<file path="src/design/vertex_rotate_project_defines.svh">
// Assertion macros for the vertex transform block.
`ifndef VERTEX_ROTATE_PROJECT_DEFINES_SVH
`define VERTEX_ROTATE_PROJECT_DEFINES_SVH

`ifndef SYNTHESIS

// Same-cycle implication, sampled on clk, off while rst is high.
`define VRP_ASSERT_NOW(lbl, ante, cons, msg) \
  lbl: assert property (@(posedge clk) disable iff (rst) (ante) |-> (cons)) \
    else $error(msg);

// Next-cycle implication, sampled on clk, off while rst is high.
`define VRP_ASSERT_NEXT(lbl, ante, cons, msg) \
  lbl: assert property (@(posedge clk) disable iff (rst) (ante) |=> (cons)) \
    else $error(msg);

`else

`define VRP_ASSERT_NOW(lbl, ante, cons, msg)
`define VRP_ASSERT_NEXT(lbl, ante, cons, msg)

`endif

`endif

</file>
<file path="src/design/vrp_pkg.sv">
package vrp_pkg;

  // field widths
  localparam int VTX_W   = 13;  // Q10 vertex coordinate, signed
  localparam int OUT_W   = 21;  // screen coordinate, signed
  localparam int ANG_W   = 9;   // angle register
  localparam int DIM_W   = 13;  // screen size register
  localparam int TRIG_W  = 12;  // Q10 sine / cosine, signed, |v| <= 1024
  localparam int SCALE_W = 12;  // floor(h * 2 / 5) <= 3276
  localparam int CFG_IDX_W = 8;
  localparam int CFG_DAT_W = 16;

  // datapath widths
  localparam int ROT_W   = 15;  // rotated coordinate, |v| <= 12288
  localparam int DEPTH_W = 14;  // clamped depth, 16..15360
  localparam int DIVN_W  = 26;  // |rotated * scale| < 2^26

  // setup divider widths
  localparam int SET_N_W = 25;  // 4096 * t <= 33177600
  localparam int SET_D_W = 16;  // 40500 - t
  localparam int T_W     = 13;  // t = a * (180 - a) <= 8100
  localparam int SIN_SHIFT = 12; // 4 * Q10 one

  localparam int FULL_TURN    = 360;
  localparam int HALF_TURN    = 180;
  localparam int QUARTER_TURN = 90;
  localparam int BHASKARA_K   = 40500;
  localparam int Q10_SHIFT    = 10;
  localparam int DEPTH_OFFSET = 3 * 1024;
  localparam int DEPTH_MIN    = 16;
  localparam int SCALE_DEN    = 5;
  localparam int OUT_MAX      = 1048575;
  localparam int OUT_MIN      = -1048576;

  localparam logic [CFG_IDX_W-1:0] REG_ANGLE_Y  = 8'd0;
  localparam logic [CFG_IDX_W-1:0] REG_ANGLE_X  = 8'd1;
  localparam logic [CFG_IDX_W-1:0] REG_WIDTH    = 8'd2;
  localparam logic [CFG_IDX_W-1:0] REG_HEIGHT   = 8'd3;

  localparam logic [DIM_W-1:0] WIDTH_RESET  = 13'd640;
  localparam logic [DIM_W-1:0] HEIGHT_RESET = 13'd480;

  // word handed to the projection divider
  typedef struct packed {
    logic              valid;
    logic              neg_x;
    logic              neg_y;
    logic [DIVN_W-1:0] mag_x;
    logic [DIVN_W-1:0] mag_y;
    logic [DEPTH_W-1:0] divisor;
  } vrp_div_in_t;

  typedef struct packed {
    logic              valid;
    logic              neg_x;
    logic              neg_y;
    logic [DIVN_W-1:0] quot_x;
    logic [DIVN_W-1:0] quot_y;
  } vrp_div_out_t;

endpackage

</file>
<file path="src/design/vrp_div_pipe.sv">
module vrp_div_pipe
  import vrp_pkg::*;
(
  input  logic         clk,
  input  logic         rst,
  input  vrp_div_in_t  din,
  output vrp_div_out_t dout
);

  // one quotient bit per stage, two lanes sharing the divisor
  typedef struct packed {
    logic [DEPTH_W-1:0] rem;
    logic [DIVN_W-1:0]  nq;   // dividend bits shift out the top, quotient in the bottom
  } vrp_lane_t;

  typedef struct packed {
    logic               neg_x;
    logic               neg_y;
    vrp_lane_t          lane_x;
    vrp_lane_t          lane_y;
    logic [DEPTH_W-1:0] divisor;
  } vrp_stage_t;

  function automatic vrp_lane_t div_step(vrp_lane_t cur, logic [DEPTH_W-1:0] d);
    logic [DEPTH_W:0] trial;
    logic             ge;
    vrp_lane_t        res;
    trial = {cur.rem, cur.nq[DIVN_W-1]};
    ge = (trial >= {1'b0, d});
    res.rem = DEPTH_W'(ge ? (trial - {1'b0, d}) : trial);
    res.nq = {cur.nq[DIVN_W-2:0], ge};
    return res;
  endfunction

  logic       stg_valid [DIVN_W];
  vrp_stage_t stg       [DIVN_W];

  for (genvar i = 0; i < DIVN_W; i++) begin : g_stage
    logic       prev_valid;
    vrp_stage_t prev;

    if (i == 0) begin : g_first
      always_comb begin
        prev_valid = din.valid;
        prev.neg_x = din.neg_x;
        prev.neg_y = din.neg_y;
        prev.lane_x.rem = '0;
        prev.lane_x.nq = din.mag_x;
        prev.lane_y.rem = '0;
        prev.lane_y.nq = din.mag_y;
        prev.divisor = din.divisor;
      end
    end else begin : g_rest
      always_comb begin
        prev_valid = stg_valid[i-1];
        prev = stg[i-1];
      end
    end

    always_ff @(posedge clk) begin
      if (rst) begin
        stg_valid[i] <= 1'b0;
      end else begin
        stg_valid[i] <= prev_valid;
      end
    end

    always_ff @(posedge clk) begin
      stg[i].neg_x <= prev.neg_x;
      stg[i].neg_y <= prev.neg_y;
      stg[i].lane_x <= div_step(prev.lane_x, prev.divisor);
      stg[i].lane_y <= div_step(prev.lane_y, prev.divisor);
      stg[i].divisor <= prev.divisor;
    end
  end

  assign dout.valid  = stg_valid[DIVN_W-1];
  assign dout.neg_x  = stg[DIVN_W-1].neg_x;
  assign dout.neg_y  = stg[DIVN_W-1].neg_y;
  assign dout.quot_x = stg[DIVN_W-1].lane_x.nq;
  assign dout.quot_y = stg[DIVN_W-1].lane_y.nq;

`include "vertex_rotate_project_defines.svh"

  `VRP_ASSERT_NOW(a_divisor_floor, din.valid, din.divisor >= DEPTH_W'(DEPTH_MIN), "depth below clamp reached divider")

endmodule

</file>
<file path="config.mk">
export PLATFORM = sky130hd
export DESIGN_NAME = vrp_div_pipe
export DESIGN_NICKNAME = d
export VERILOG_FILES = /design/src/design/vrp_pkg.sv /design/src/design/vrp_div_pipe.sv
export VERILOG_INCLUDE_DIRS = /design/src /design/src/design
export SDC_FILE = /design/constraint.sdc
export NUM_CORES = 2
export LEC_CHECK = 0
export BUFFER_PORTS_ARGS = -buffer_cell sky130_fd_sc_hd__buf_2
export CELL_PAD_IN_SITES_DETAIL_PLACEMENT = 0
export CELL_PAD_IN_SITES_GLOBAL_PLACEMENT = 1
export CORE_UTILIZATION = 54
export DETAILED_ROUTE_END_ITERATION = 12
export GPL_TIMING_DRIVEN = 0
export PLACE_DENSITY_LB_ADDON = 0.12
export SYNTH_ARGS = -nofsm -noshare
export SYNTH_HDL_FRONTEND = slang
export SYNTH_SLANG_ARGS = --single-unit
</file>
<file path="constraint.sdc">
create_clock -name clk -period 5.4 [get_ports clk]
set_input_delay 1.08 -clock clk [delete_from_list [all_inputs] [get_ports clk]]
set_output_delay 1.08 -clock clk [all_outputs]
set_load 0.01 [all_outputs]
</file>
After elaboration in Yosys (flattened, before gate mapping) --
Memories as Yosys holds them, arrays and structs flattened. Cells that the tools add are included. W data, S select, Z words.
Operators by class: add/sub/neg operators 52, $lt $le $gt $ge 52, multiplexer cells 81, bitwise logic cells 26
Operator list (number):
- $ge A15 B14 Y1 | 50
- $mux W14 | 52
- $sub A14 B14 Y14 | 50
- $mux W1 | 29
- $ge A1 B14 Y1 | 2
- $sub A1 B14 Y14 | 2
- $or A1 B1 Y1 | 26
Storage, ports and cells: bits in registers 0, memory bits (writable) 2522, output and inout port bits 55, memories 2
Memory list:
- stg | depth 26, bits a word 96, read ports 26, clocked after Yosys merged registers in 0, wr ports 26, line vrp_div_pipe.sv:36 | vrp_stage_t stg [DIVN_W];
- stg_valid | depth 26, bits a word 1, read ports 26, clocked after Yosys merged registers in 0, wr ports 26, line vrp_div_pipe.sv:35 | logic stg_valid [DIVN_W];

Depth between registers and ports, before layout --
word-level depth 3, depth in mapped cells 12

Worst setup path before layout --
No wires, ideal clock.
path kind reg-to-reg, from mem stg[1][480] in the netlist's numbering, to mem stg[1][666] in the netlist's numbering, setup time 121 ps, arrival time 2559 ps, setup slack 2720 ps, stages on the path, launching flop included 11, buffers on the path 0, clock period less this slack 2680 ps, cells stage by stage dfxtp_1 > ha_1 > inv_1 > fa_1 > a21o_1 > a21oi_1 > o21ai_0 > o41ai_1 > nor3_1 > a311o_1 > mux2_2
RTL lines (line):
- start, declared | vrp_div_pipe.sv:36

==> impl_metrics.toml <==
[flow_run]
max-cap-violations = 0

[clocking]
htree_num_levels = 4
ctsHoldBuffers = 0
clock_sinks = 2480
postCtsSetupBuffers = 0
clkLatencyLatePin_ps = 870
clk_pin_slew_ps = 60
clk_path_buf_depth = 3
cts_tree = "built"
cts_buffers = 231
root_buffer = "clkbuf_16"
cts-resized-gates = 0

[grt]
grt_pass1_wl_um = 304000
grt-ovfl-total = 0
grt_pass1_vias = 57500
grt.total_usage_pct = 22.6
grt_max_degree = 20
antenna_found_initial = 6

[critical_path]
cp-start-kind = "register"
cp_slowest_stage_delay_ps = 650
critPathSlowestCell = "o31ai_1"
critPathTopFamily = "compound AO/OA/AOI/OAI gates"
critPathKind = "register to register"
cp_max_fo = 10
crit_chain = "inv_1, ha_1, nor2b_1, o21ai_0, a21oi_1, o31ai_1, o31ai_1, a21oi_2, clkbuf_1, o21ai_0"
worstSetupEndpointType = "register"
crit_required_ps = 6080
crit_arrival_ps = 4380
path_buf_inv = 2

[logic_synthesis]
synthArstFlopShare_pct = 0
synth_area_leader_cell = "dfxtp_1"
synthCells = 8259
synth_enable_flop_cells = 0
synthDominantCellAreaShare_pct = 55.0
synth_fp_nets = 9130
syn_area_um2 = 90200
ys.flop_type = "dfxtp_1"
synth_top_cells_by_area = "dfxtp_1, ha_1, mux2_2, a21oi_1, xnor2_1"
avgSynthCellArea_um2 = 10.9
synth_cell_types = 89
yosys_warnings = 0
ys_seq_elements = 2480
synth.most_common_cell = "dfxtp_1"
ys_top_cells_by_count = "dfxtp_1, ha_1, inv_1, a21oi_1, nor2_1"
seq_area_frac_synth_pct = 55.0

[timing]
period_needed_ps = 3700
hold_viol = 0
final-setup-viol-count = 0
drv_slew = 0
worstMarginPinSlew_ps = 1180
fin_skew_ps = 61.3
setup_tns_ps = 0
period_share_pct = 68.5
slew_headroom_pct = 20.7
rsz0062_at_grt = "no"
fmax_ghz = 0.270

[drt]
ant_nets = 0
finalWirelength_um = 193000
drc = 0
vias_per_cell = 5.27
firstDrtPassIters = 5
vias = 58000
wl_per_cell_um = 17.6
drt_iter0_drc = 3326

[cells_and_area]
drive_gt1_share_pct = 10.8
final_cell_area_um2 = 102000
area_growth_pct = 12.9
fin_nets = 9488
utilization_pct = 61.6

[power_and_ir_drop]
vdd_ir_drop_max_uv = 377
p_leak_nw = 45.7
finalPower_mw = 61.3
power_density_nw_per_um2 = 602

[placement]
placed_area_um2 = 93600
portBuffers = 125
dp_hpwl_um = 148000
gp_congestion = 0.897

[floorplanning]
chipHeight_um = 411
fp-row-count = 149
start_util_pct = 54.5
dieArea_um2 = 169000
coreArea_um2 = 165000
chipWidth_um = 411
io_pins = 126

[status]
status = "finished clean"

[min_path]
worstHoldPathType = "register to register"
-- cell families (layout without fill, tap and decap cells) --
group,after synthesis,count (layout),share of synthesized area [%]
other,0,2,0
muxes,336,336,4.25
buffers and inverters,776,1333,3.35
and+or+nand+nor,1545,1545,8.25
xor gates and xnor gates,429,429,4.17
AOI/OAI and AO/OA,1893,1893,13.4
adders and majority gates,800,800,11.5
DFF,2480,2480,55.0
-- stage by stage --
step | setup slack [ps] | hold WS (ps) | std cells
2_1_floorplan | 2720 | 310 | 8259
3_3_place_gp | 1430 | 309 | 10600
3_5_place_dp | 1460 | 312 | 10600
4_1_cts | 1790 | 243 | 11000
5_1_grt | 1430 | 262 | 11000
6_report | 1700 | 272 | 11000
-- cells in the final DEF (no fill, tap or decap), types with 46 or more instances in the layout --
master	instances
a211oi_1	58
a21o_1	246
a21oi_1	551
a31oi_1	50
buf_2	143
clkbuf_1	107
clkbuf_16	231
clkinv_2	46
dfxtp_1	2480
fa_1	48
ha_1	752
inv_1	664
mux2_2	288
nand2_1	332
nand2b_1	78
nand3_1	97
nand4_1	95
nor2_1	522
nor2b_1	118
nor3_1	90
o21a_1	116
o21ai_0	416
o21bai_1	53
o31ai_1	68
xnor2_1	287
xor2_1	142
-- path summary, 6_finish.rpt --
check / slack, ps / start / end / cells past startpoint
max: 1700 / stg[0][1] / stg[0][185] / 10
min: 270 / stg[0][1115] / stg[0][1212] / 0
max reg2reg: 1700 / stg[0][1] / stg[0][185] / 10
min reg2reg: 270 / stg[0][1115] / stg[0][1212] / 0
-- layer usage --
layer	vias to the layer above	wire length, um	GRT usage, %
li1	29400	-	-
met1	27300	89800	29.8
met2	1025	92400	38.5
met3	281	6730	3.12
met4	0	4350	6.36
met5	-	0	0
-- worst reg2reg max path: stages, from the launching register on --
cell	delay, ps
dfxtp_1	370
inv_1	140
ha_1	340
nor2b_1	130
o21ai_0	240
a21oi_1	160
o31ai_1	650
o31ai_1	290
a21oi_2	520
clkbuf_1	500
o21ai_0	210
-- final cells by class --
type | instances | area [um2]
flip-flops and latches | 2480 | 49600
well taps | 2189 | 2740
clock buffers | 300 | 6470
multi-input cells | 5003 | 37500
fillers | 13300 | 63600
clock inverters | 132 | 1780
repair buffers | 125 | 626
inverters | 664 | 2490
diodes | 2 | 5.00
plain buffers | 112 | 529
-- where the power goes --
part	leakage (nW)	internal, mW	switching, mW
clock network	3.99	9.84	7.03
registers	20.7	22.2	2.07
logic	21.0	9.22	11.0
total	45.7	41.3	20.1
-- flip-flops by register name, summed over array words and instances (netlist names) --
| signal | cells |
|---|---|
| stg | 2454 |
| stg_valid | 26 |
Note: power is estimated with default switching activity, not from simulation.
